$ cat src/rtl/lrt_pkg.sv
// Shared types and codes for the LRU replacement tracker.
package lrt_pkg;

  // Defaults for the top-level parameters
  localparam int ENTRIES_DEF  = 16;
  localparam int KEY_BITS_DEF = 32;

  // Fixed field widths of the beats
  localparam int KIND_W   = 2;
  localparam int KEY_W    = 32;
  localparam int STATUS_W = 2;
  localparam int OCC_W    = 5;

  // Operation kinds
  localparam logic [KIND_W-1:0] KIND_INSERT = 2'd0;
  localparam logic [KIND_W-1:0] KIND_EVICT  = 2'd1;
  localparam logic [KIND_W-1:0] KIND_ERASE  = 2'd2;

  // Result status codes
  localparam logic [STATUS_W-1:0] STATUS_DONE = 2'd0;
  localparam logic [STATUS_W-1:0] STATUS_MISS = 2'd1;
  localparam logic [STATUS_W-1:0] STATUS_FULL = 2'd2;

  // Command broadcast to every cell of the row
  typedef enum logic [2:0] {
    CMD_HOLD,
    CMD_INS_HIT,
    CMD_INS_NEW,
    CMD_EVICT,
    CMD_ERASE
  } lrt_cmd_e;

  // Status a cell hands to its neighbour: own valid bit and cumulative hit
  typedef struct packed {
    logic valid;
    logic hit;
  } lrt_link_t;

endpackage

$ cat src/rtl/lrt_cell.sv
// One slot of the recency row: key, valid bit and neighbour shifting.
module lrt_cell #(
  parameter int KEY_BITS = lrt_pkg::KEY_BITS_DEF
) (
  input  logic                clk_i,
  input  logic                rst_ni,
  input  lrt_pkg::lrt_cmd_e   cmd_i,
  input  logic [KEY_BITS-1:0] key_i,
  input  lrt_pkg::lrt_link_t  from_up_i,
  input  logic [KEY_BITS-1:0] up_key_i,
  input  lrt_pkg::lrt_link_t  from_dn_i,
  input  logic [KEY_BITS-1:0] dn_key_i,
  output lrt_pkg::lrt_link_t  to_dn_o,
  output lrt_pkg::lrt_link_t  to_up_o,
  output logic [KEY_BITS-1:0] key_o,
  output logic                match_o
);

  logic [KEY_BITS-1:0] key_q, key_d;
  logic                valid_q, valid_d;
  logic                match;

  // Compare the held key against the search key
  assign match = valid_q && (key_q == key_i);

  // Pass cumulative hit flags both ways along the row
  assign to_dn_o.valid = valid_q;
  assign to_dn_o.hit   = from_up_i.hit | match;
  assign to_up_o.valid = valid_q;
  assign to_up_o.hit   = from_dn_i.hit | match;
  assign key_o         = key_q;
  assign match_o       = match;

  // Pick the next slot contents from the command and the neighbours
  always_comb begin
    key_d   = key_q;
    valid_d = valid_q;
    unique case (cmd_i)
      lrt_pkg::CMD_INS_HIT: begin
        // slots at and above the hit move down one
        if (match || from_dn_i.hit) begin
          key_d = up_key_i;
        end
      end
      lrt_pkg::CMD_INS_NEW: begin
        // used slots plus the first free one move down one
        if (valid_q || from_up_i.valid) begin
          key_d   = up_key_i;
          valid_d = 1'b1;
        end
      end
      lrt_pkg::CMD_EVICT: begin
        // drop the last used slot
        valid_d = valid_q & from_dn_i.valid;
      end
      lrt_pkg::CMD_ERASE: begin
        // slots at and below the hit move up one
        if (match || from_up_i.hit) begin
          key_d   = dn_key_i;
          valid_d = from_dn_i.valid;
        end
      end
      default: begin
        key_d   = key_q;
        valid_d = valid_q;
      end
    endcase
  end

  // Hold the valid bit under reset
  always_ff @(posedge clk_i or negedge rst_ni) begin
    if (!rst_ni) begin
      valid_q <= 1'b0;
    end else begin
      valid_q <= valid_d;
    end
  end

  // Hold the key
  always_ff @(posedge clk_i) begin
    key_q <= key_d;
  end

endmodule

$ cat src/rtl/lru_replacement_tracker_top.sv
// LRU replacement tracker: row of key cells with a registered result beat.
// The result beat appears in the cycle after the input beat is taken.
// Throughput: one operation per cycle; all cells compare the key in parallel and
// shift together in that same cycle, so the row settles in a single step.
// Input stalls only while a finished result waits on a stalled output.
// Reset clears every valid bit and the count at once; keys need no clearing.
module lru_replacement_tracker_top #(
  parameter int ENTRIES  = lrt_pkg::ENTRIES_DEF,
  parameter int KEY_BITS = lrt_pkg::KEY_BITS_DEF
) (
  input  logic                           clk_i,
  input  logic                           rst_ni,
  input  logic                           in_valid_i,
  output logic                           in_stall_o,
  input  logic [lrt_pkg::KIND_W-1:0]     kind_i,
  input  logic [lrt_pkg::KEY_W-1:0]      key_i,
  output logic                           out_valid_o,
  input  logic                           out_stall_i,
  output logic [lrt_pkg::STATUS_W-1:0]   status_o,
  output logic [lrt_pkg::KEY_W-1:0]      victim_key_o,
  output logic [lrt_pkg::OCC_W-1:0]      occupancy_o
);

  localparam int CW = $clog2(ENTRIES + 1);
  localparam logic [CW-1:0] FullCount = CW'(ENTRIES);

  logic                      accept;
  logic [KEY_BITS-1:0]       op_key;
  lrt_pkg::lrt_cmd_e         cmd;
  lrt_pkg::lrt_link_t        up_in   [ENTRIES];
  lrt_pkg::lrt_link_t        dn_in   [ENTRIES];
  lrt_pkg::lrt_link_t        to_dn   [ENTRIES];
  lrt_pkg::lrt_link_t        to_up   [ENTRIES];
  logic [KEY_BITS-1:0]       up_key  [ENTRIES];
  logic [KEY_BITS-1:0]       dn_key  [ENTRIES];
  logic [KEY_BITS-1:0]       cell_key[ENTRIES];
  logic [ENTRIES-1:0]        valid_vec;
  logic [ENTRIES-1:0]        match_vec;
  logic                      hit_any;
  logic [KEY_BITS-1:0]       victim_full;
  logic [lrt_pkg::KEY_W-1:0] victim_fld;
  logic [CW-1:0]             count_q, count_d;
  logic [lrt_pkg::OCC_W-1:0] occ_fld;
  logic [lrt_pkg::STATUS_W-1:0] status_d;
  logic                      out_valid_q;
  logic [lrt_pkg::STATUS_W-1:0] status_q;
  logic [lrt_pkg::KEY_W-1:0] victim_q;
  logic [lrt_pkg::OCC_W-1:0] occ_q;

  // Take a beat unless a finished result is held back
  assign in_stall_o = out_valid_q && out_stall_i;
  assign accept     = in_valid_i && !in_stall_o;

  // Fit the key field to the stored key width
  if (KEY_BITS <= lrt_pkg::KEY_W) begin : g_key_narrow
    assign op_key = key_i[KEY_BITS-1:0];
  end else begin : g_key_wide
    assign op_key = {{(KEY_BITS - lrt_pkg::KEY_W){1'b0}}, key_i};
  end

  // Build the cell row and its neighbour links
  for (genvar i = 0; i < ENTRIES; i++) begin : g_cell
    if (i == 0) begin : g_first
      assign up_in[i]  = '{valid: 1'b1, hit: 1'b0};
      assign up_key[i] = op_key;
    end else begin : g_mid_up
      assign up_in[i]  = to_dn[i-1];
      assign up_key[i] = cell_key[i-1];
    end
    if (i == ENTRIES - 1) begin : g_last
      assign dn_in[i]  = '{valid: 1'b0, hit: 1'b0};
      assign dn_key[i] = '0;
    end else begin : g_mid_dn
      assign dn_in[i]  = to_up[i+1];
      assign dn_key[i] = cell_key[i+1];
    end

    lrt_cell #(
      .KEY_BITS(KEY_BITS)
    ) u_cell (
      .clk_i    (clk_i),
      .rst_ni   (rst_ni),
      .cmd_i    (cmd),
      .key_i    (op_key),
      .from_up_i(up_in[i]),
      .up_key_i (up_key[i]),
      .from_dn_i(dn_in[i]),
      .dn_key_i (dn_key[i]),
      .to_dn_o  (to_dn[i]),
      .to_up_o  (to_up[i]),
      .key_o    (cell_key[i]),
      .match_o  (match_vec[i])
    );

    assign valid_vec[i] = to_dn[i].valid;
  end

  assign hit_any = to_dn[ENTRIES-1].hit;

  // Select the key of the last used slot
  always_comb begin
    victim_full = '0;
    for (int i = 0; i < ENTRIES; i++) begin
      if (valid_vec[i] && !dn_in[i].valid) begin
        victim_full = victim_full | cell_key[i];
      end
    end
  end

  // Decode the operation into a row command, status and new count
  always_comb begin
    cmd      = lrt_pkg::CMD_HOLD;
    status_d = lrt_pkg::STATUS_MISS;
    count_d  = count_q;
    if (accept) begin
      priority if (kind_i == lrt_pkg::KIND_INSERT) begin
        priority if (hit_any) begin
          cmd      = lrt_pkg::CMD_INS_HIT;
          status_d = lrt_pkg::STATUS_DONE;
        end else if (count_q == FullCount) begin
          status_d = lrt_pkg::STATUS_FULL;
        end else begin
          cmd      = lrt_pkg::CMD_INS_NEW;
          status_d = lrt_pkg::STATUS_DONE;
          count_d  = count_q + CW'(1);
        end
      end else if (kind_i == lrt_pkg::KIND_EVICT) begin
        if (count_q != '0) begin
          cmd      = lrt_pkg::CMD_EVICT;
          status_d = lrt_pkg::STATUS_DONE;
          count_d  = count_q - CW'(1);
        end
      end else if (kind_i == lrt_pkg::KIND_ERASE) begin
        if (hit_any) begin
          cmd      = lrt_pkg::CMD_ERASE;
          status_d = lrt_pkg::STATUS_DONE;
          count_d  = count_q - CW'(1);
        end
      end else begin
        status_d = lrt_pkg::STATUS_MISS;
      end
    end
  end

  // Fit the victim key and count to their fields
  if (KEY_BITS >= lrt_pkg::KEY_W) begin : g_vic_wide
    assign victim_fld = victim_full[lrt_pkg::KEY_W-1:0];
  end else begin : g_vic_narrow
    assign victim_fld = {{(lrt_pkg::KEY_W - KEY_BITS){1'b0}}, victim_full};
  end

  if (CW >= lrt_pkg::OCC_W) begin : g_occ_wide
    assign occ_fld = count_d[lrt_pkg::OCC_W-1:0];
  end else begin : g_occ_narrow
    assign occ_fld = {{(lrt_pkg::OCC_W - CW){1'b0}}, count_d};
  end

  // Advance the occupancy count and the output beat valid
  always_ff @(posedge clk_i or negedge rst_ni) begin
    if (!rst_ni) begin
      count_q     <= '0;
      out_valid_q <= 1'b0;
    end else begin
      count_q <= count_d;
      if (accept) begin
        out_valid_q <= 1'b1;
      end else if (!out_stall_i) begin
        out_valid_q <= 1'b0;
      end
    end
  end

  // Load the result beat payload
  always_ff @(posedge clk_i) begin
    if (accept) begin
      status_q <= status_d;
      victim_q <= (cmd == lrt_pkg::CMD_EVICT) ? victim_fld : '0;
      occ_q    <= occ_fld;
    end
  end

  assign out_valid_o  = out_valid_q;
  assign status_o     = status_q;
  assign victim_key_o = victim_q;
  assign occupancy_o  = occ_q;

  // Count never passes the number of cells
  assert property (@(posedge clk_i) disable iff (!rst_ni) count_q <= FullCount)
    else $error("occupancy count beyond capacity");

  // Valid bits agree with the count
  assert property (@(posedge clk_i) disable iff (!rst_ni)
    $countones(valid_vec) == int'(count_q))
    else $error("valid bits disagree with count");

  // Keys held are distinct, so at most one cell matches
  assert property (@(posedge clk_i) disable iff (!rst_ni) $onehot0(match_vec))
    else $error("search key matches more than one cell");

  // A successful evict shrinks the count by one
  assert property (@(posedge clk_i) disable iff (!rst_ni)
    (cmd == lrt_pkg::CMD_EVICT) |=> (count_q == $past(count_q) - CW'(1)))
    else $error("evict did not shrink count");

endmodule
$ cat config.mk
export PLATFORM = sky130hd
export DESIGN_NAME = lru_replacement_tracker_top
export DESIGN_NICKNAME = d
export VERILOG_FILES = /design/src/rtl/lrt_pkg.sv /design/src/rtl/lrt_cell.sv /design/src/rtl/lru_replacement_tracker_top.sv
export SDC_FILE = /design/constraint.sdc
export NUM_CORES = 2
export LEC_CHECK = 0
export BUFFER_PORTS_ARGS = -buffer_cell sky130_fd_sc_hd__buf_2
export CORE_ASPECT_RATIO = 2
export CORE_UTILIZATION = 43
export DETAILED_ROUTE_END_ITERATION = 16
export PLACE_DENSITY = 0.64
export SLEW_MARGIN = 20
export SYNTH_ARGS = -nofsm -noshare
export SYNTH_HDL_FRONTEND = slang
export SYNTH_SLANG_ARGS = --single-unit
$ cat constraint.sdc
create_clock -name clk_i -period 6.85 [get_ports clk_i]
set_input_delay 0 -clock clk_i [delete_from_list [all_inputs] [get_ports clk_i]]
set_output_delay 0 -clock clk_i [all_outputs]
set_load 0.01 [all_outputs]
# --- Word level (Yosys, flattened, before mapping) ---
# Index checks and enable logic that the tools add are counted.
op_classes:
  addsub: 2
  eq_ne: 71
  n_mux: 151
  bitwise_logic: 59
  reduce_logical: 130
ops:
  columns: ["op", "n"]
  rows:
  - ["32-bit 2-to-1 mux", 63]
  - ["32-bit one-hot mux with 3 select lines", 16]
  - ["32-bit == test", 16]
  - ["32-bit bitwise OR", 15]
  - ["2-bit by 1-bit inequality test with 1-bit output, second input constant", 48]
  - ["4-bit AND reduction", 15]
  - ["1-bit one-hot mux with 3 select lines", 16]
  - ["3-bit AND reduction", 16]
  - ["1-bit logical OR", 45]
  - ["5-bit 2-to-1 mux", 8]
  - ["1-bit 2-to-1 mux", 35]
  - ["1-bit logical AND", 33]
  - ["1-bit bitwise OR", 29]
  - ["1-bit zero test", 16]
  - ["2-bit 2-to-1 mux", 8]
  - ["1-bit bitwise AND", 15]
  - ["3-bit 2-to-1 mux", 5]
  - ["3-bit by 2-bit == test with 1-bit output, second input constant", 2]
  - ["3-bit nonzero test", 2]
  - ["5-bit by 1-bit adder with 5-bit output, second input constant", 1]
  - ["5-bit == test, second input constant", 1]
  - ["5-bit nonzero test", 1]
  - ["5-bit by 1-bit subtractor with 5-bit output, second input constant", 1]
  - ["3-bit by 1-bit == test with 1-bit output, second input constant", 1]
  - ["5 further kinds", 5]
word_totals:
  register_bits: 573
  input_bits: 38
  out_inout_bits: 41
  word_cells: 450

# --- Logic depth before layout (Yosys ltp) ---
logic_depth:
  depth_word: 33
  depth_mapped: 15
  depth_no_buf: 10

# --- Cells and area by module ---
# A second synthesis with hierarchy kept.
hier_totals:
  cells_unflattened: 2782
  area_unflattened_um2: 35450.2
by_module_without_submodules:
  columns: ["mod", "n_inst", "cells_each", "area_each_um2", "seq_area_each_um2"]
  rows:
  - ["lrt_cell", 16, 139, 1911.8, 985.9]
  - ["lru_replacement_tracker_top", 1, 558, 4860.9, 1321.3]

# --- Worst setup path after synthesis ---
# No wires, ideal clock.
synth_timing:
  kind: "register to register"
  from: "register g_cell[14].u_cell.key_q[1]"
  to: "register g_cell[2].u_cell.key_q[0], enable pin"
  setup_ns: 0.501
  arrival_ns: 5.479
  required_time_ns: 6.349
  slack_ns: 0.869
  path_stages_with_launch: 10
  n_path_buf: 0
  period_less_slack_ns: 5.981
  path_cell_list: "edfxtp_1 > xor2_1 > nor4_1 > nand4_1 > or4_1 > nand4_1 > or2b_1 > and4b_1 > and3_1 > nor4_1"
synth_between:
  elab_chain_cells: 17
  elab_cells_between_ends: 31
  classes_between: "eq/ne: 7; mux: 6; bitwise: 14; reduce/logical: 4"
synth_rtl:
  columns: ["element", "line", "source"]
  rows:
  - ["start, declared", "lrt_cell.sv:19", "logic [KEY_BITS-1:0] key_q, key_d;"]
  - ["start signal, assigned", "lrt_cell.sv:81", "key_q <= key_d;"]
  - ["32-bit == test (*)", "lrt_cell.sv:24", "assign match = valid_q && (key_q == key_i);"]
  - ["1-bit logical AND (*)", "lrt_cell.sv:24", null]
  - ["1-bit bitwise OR (12 in a row)", "lrt_cell.sv:30", "assign to_up_o.hit = from_dn_i.hit | match;"]
  - ["1-bit logical OR", "lrt_cell.sv:41", "if (match || from_dn_i.hit) begin"]
  - ["2-bit by 1-bit inequality test with 1-bit output (no source line)", null, null]
  - ["4-bit AND reduction (no source line) (*)", null, null]
  - ["end signal, assigned", "lrt_cell.sv:81", null]
  - ["end, declared", "lrt_cell.sv:19", null]
# Every way passes the cells marked *; elsewhere a longest branch is shown, timed or not.
# A chain may end at the register's enable or synchronous reset.

# --- Final worst setup path ---
layout_timing:
  from: "register g_cell[5].u_cell.key_q[20]"
  to: "register g_cell[4].u_cell.key_q[22], enable pin"
layout_between:
  elab_chain_cells: 21
  elab_cells_between_ends: 29
  classes_between: "eq/ne: 7; mux: 6; bitwise: 12; reduce/logical: 4"
layout_rtl:
  columns: ["element", "line", "source"]
  rows:
  - ["start, declared", "lrt_cell.sv:19", null]
  - ["start signal, assigned", "lrt_cell.sv:81", null]
  - ["32-bit == test (*)", "lrt_cell.sv:24", null]
  - ["1-bit logical AND (*)", "lrt_cell.sv:24", null]
  - ["1-bit bitwise OR (11 in a row)", "lrt_cell.sv:28", "assign to_dn_o.hit = from_up_i.hit | match;"]
  - ["3-bit 2-to-1 mux", "lru_replacement_tracker_top.sv:134", "if (hit_any) begin"]
  - ["3-bit 2-to-1 mux", "lru_replacement_tracker_top.sv:133", "end else if (kind_i == lrt_pkg::KIND_ERASE) begin"]
  - ["3-bit 2-to-1 mux", "lru_replacement_tracker_top.sv:127", "end else if (kind_i == lrt_pkg::KIND_EVICT) begin"]
  - ["3-bit 2-to-1 mux", "lru_replacement_tracker_top.sv:116", "priority if (kind_i == lrt_pkg::KIND_INSERT) begin"]
  - ["3-bit 2-to-1 mux", "lru_replacement_tracker_top.sv:115", "if (accept) begin"]
  - ["3-bit == test (tied with other cells)", "lrt_cell.sv:38", "unique case (cmd_i)"]
  - ["2-bit by 1-bit inequality test with 1-bit output (no source line) / 3-bit nonzero test (equally long branches)", null, null]
  - ["4-bit AND reduction (no source line) (*)", null, null]
  - ["end signal, assigned", "lrt_cell.sv:81", null]
  - ["end, declared", "lrt_cell.sv:19", null]
# Marked as above.

==> impl_metrics.yaml <==
clocking:
  clk_pin_slew_ns: 0.07
  cts_tree: "built"
  cts_htree_levels: 2
  clockBufferDepth: 3
  cts.sinks: 573
  insertion_delay_ns: 0.71
  cts_root_buffer: "clkbuf_16"
  numCtsBuffers: 54
power_and_ir_drop:
  cellLeakagePower_nw: 13.9
  peakVddDrop_v: 0.000220
  power_density_nw_per_um2: 272
cells_and_area:
  final_nets: 3190
  layout_common_cells: "nand2_1, edfxtp_1, xor2_1"
  fill_cells: 7336
  final_common_cell: "nand2_1"
  area_growth_pct: 9.26
  final_layout_size_suffix_gt1_frac: 0.136
placed_design:
  hpwl_um: 121000
  placement.setup.worst_slack_ns: 1.47
  place.gp.congestion: 1.15
  portBuffers: 78
sta:
  finalCritPeriodShare: 0.829
  finClkSkew_ns: 0.0449
  fmax_mhz: 176
  finalSetupViolCount: 0
  setup_slack_ns: 1.17
  layout_min_cycle_time_ns: 5.68
  worst_slew_pin_slew_ns: 1.43
  hold_viol_final: 0
  whs_ns: 0.0333
  rsz0062_at_grt: "false"
  tns_ns: 0
  max_slew_margin: 0.0422
  maxSlewViolCount: 0
detailed_routing:
  routedWlPerCell_um: 42.0
  ant_nets: 0
  first_pass_iters: 8
  drcViolationCount: 0
  drt-initial-drc-count: 4254
  wirelength_um: 178000
  viasPerCell: 6.71
  num_vias: 28500
critical_path:
  critPathSlowestCell: "nor4_1"
  ff2ff_setup_slack_ns: 1.17
  path_depth: 12
  crit_family: "simple AND/OR/NAND/NOR gates"
  worstPathMaxFanout: 32
  timing.rr.start: "g_cell[5].u_cell.key_o[20]"
  cp-end-kind: "flip-flop"
  start_kind: "flip-flop"
  reg2reg_to: "g_cell[4].u_cell.key_o[22]"
  slowest_delay_ns: 0.98
  required_ns: 7.15
  path_cells: "xor2_1 -> nor4_1 -> nand4_1 -> or4_1 -> nand4_1 -> or3_1 -> nor2_2 -> nor2_4 -> a21oi_2 -> buf_4 -> nor4_2 -> buf_4"
  ff2ff_path_depth: 12
  crit_type: "reg2reg"
  endpoint: "g_cell[4].u_cell.key_o[22]"
  worstPathArrival_ns: 5.98
  worst-path-buf-inv: 2
  cp-startpoint: "g_cell[5].u_cell.key_o[20]"
floorplan:
  core-area_um2: 78200
  io_pins: 79
  die_area_um2: 80100
  dieWidth_um: 201
  die_h_um: 399
  start_util: 0.434
  rows: 145
job:
  drv_cap: 0
global_route:
  antenna_found_initial: 33
  grt_pass1_vias: 26900
  grt_max_degree: 152
  grt_usage: 0.442
  grt-ovfl-total: 0
  grt_first_pass_wirelength_um: 239000
synthesis:
  syn_nets: 3199
  ys_warn_count: 0
  ys_seq_area_frac: 0.504
  yosysUniqueCellTypes: 63
  synth-edff-count: 551
  synth_area_per_cell_um2: 10.7
  yosys_register_bits: 573
  netlist_area_um2: 33900
  syn_inst: 3159
  synthArstFlopShare: 0.0384
  synthFlopType: "edfxtp_1"
outcome:
  outcome: "finished, final reports clean"
min_path:
  worstHoldStart: "key_i[25]"
  min_path_type: "in2reg"
## synth_stat cells, drive strengths merged (2+ instances only)
cell / n / area share
nand2: 887 / 0.098
edfxtp: 551 / 0.49
xor2: 414 / 0.11
mux2: 197 / 0.068
buf: 159 / 0.037
a22oi: 108 / 0.024
nor4: 105 / 0.020
xnor2: 95 / 0.025
a22o: 78 / 0.020
a221oi: 76 / 0.020
clkbuf: 69 / 0.0076
nand4: 53 / 0.0098
nor2: 49 / 0.0057
nor3: 41 / 0.0060
and2: 36 / 0.0066
and3: 28 / 0.0052
nand3: 27 / 0.0043
a31oi: 25 / 0.0046
dfrtp: 22 / 0.016
nor2b: 18 / 0.0033
o21ai: 16 / 0.0026
or4: 16 / 0.0039
a21oi: 15 / 0.0028
inv: 14 / 0.0015
o32a: 10 / 0.0029
a211oi: 5 / 0.0011
nand2b: 4 / 0.00074
o31ai: 4 / 0.00088
or3: 4 / 0.00074
o211ai: 3 / 0.00066
o221ai: 3 / 0.00077
o2bb2ai: 3 / 0.00077
or2: 3 / 0.00055
a2111o: 2 / 0.00066
and4b: 2 / 0.00059
ha: 2 / 0.00074
nor3b: 2 / 0.00074
o311a: 2 / 0.00059
## cell type report
type,instances,area [um2],area share
inverters,14,52.6,0.00142
clock buffers,68,1430,0.0384
flip-flops and latches,573,17100,0.461
well taps,1029,1290,0.0347
clock inverters,33,315,0.00850
multi-input cells,2344,15600,0.422
repair buffers,163,1220,0.0330
diodes,18,45.0,0.00121
## per-stage QoR
stage	utilization	instance area [um2]	instances	total power, W
floorplan	-	33900	3159	0.00556
global placement	0.447	34900	4094	0.00676
detailed placement	0.447	34900	4094	0.00676
CTS	0.472	36900	4221	0.00987
global route	0.474	37100	4227	0.0102
finish	0.474	37100	4242	0.0101
## worst min path at each step
stage / slack (ns) / endpoint / cells past startpoint
floorplan: -0.30 / count_q[0] / 0
global placement: 0.03 / out_valid_o / 1
detailed placement: 0.02 / out_valid_o / 1
CTS: 0.02 / g_cell[0].u_cell.key_o[25] / 2
global route: 0.05 / g_cell[0].u_cell.key_o[24] / 2
finish: 0.03 / g_cell[0].u_cell.key_o[25] / 2
## where the power goes
part           internal (W)  leakage [nW]  switching, W  total, W
combinational      0.000766          7.76       0.00184   0.00260
sequential          0.00401          5.28      0.000304   0.00431
clock               0.00167         0.826       0.00151   0.00318
## sequential cells by signal, summed over array words and instances, names as in the netlist
register and count:
count_q 5, g_cell.u_cell.key_o 512, g_cell.u_cell.valid_q 16, occupancy_o 5, out_valid_o 1, status_o 2
victim_key_o 32
## cell families after synthesis
group                      after synthesis  share of synthesized area
AOI/OAI and AO/OA                      357                     0.0839
xor gates and xnor gates               509                      0.131
adders and majority gates                2                   0.000737
buffers and inverters                  242                     0.0458
DFF                                    573                      0.504
muxes                                  198                     0.0679
and+or+nand+nor                       1278                      0.167
## layer usage
| layer | GRT usage | wire length [um] | part of all wire | vias up |
|---|---|---|---|---|
| li1 | - | - | - | 11300 |
| met1 | 0.474 | 57000 | 0.32 | 13900 |
| met2 | 0.695 | 79700 | 0.45 | 2304 |
| met3 | 0.138 | 19900 | 0.11 | 870 |
| met4 | 0.416 | 21300 | 0.12 | 28 |
| met5 | 0 | 186 | 0.0010 | - |
## worst register-to-register path: cells and delay by family, from the launching register on
kind	cells	cell delay [ns]
AOI/OAI and AO/OA	1	0.07
and+or+nand+nor	8	3.31
buffers and inverters	2	1.02
DFF	1	0.50
xor gates and xnor gates	1	0.38
## repair_timing
item                                    4_1_cts  5_1_grt
hold endpoints to repair                     47       10
hold buffers                                 26        1
setup buffers                                 0        0
endpoints found under the setup margin        0        0
gates resized for setup                       0        0
(Power assumes the default switching activity.)
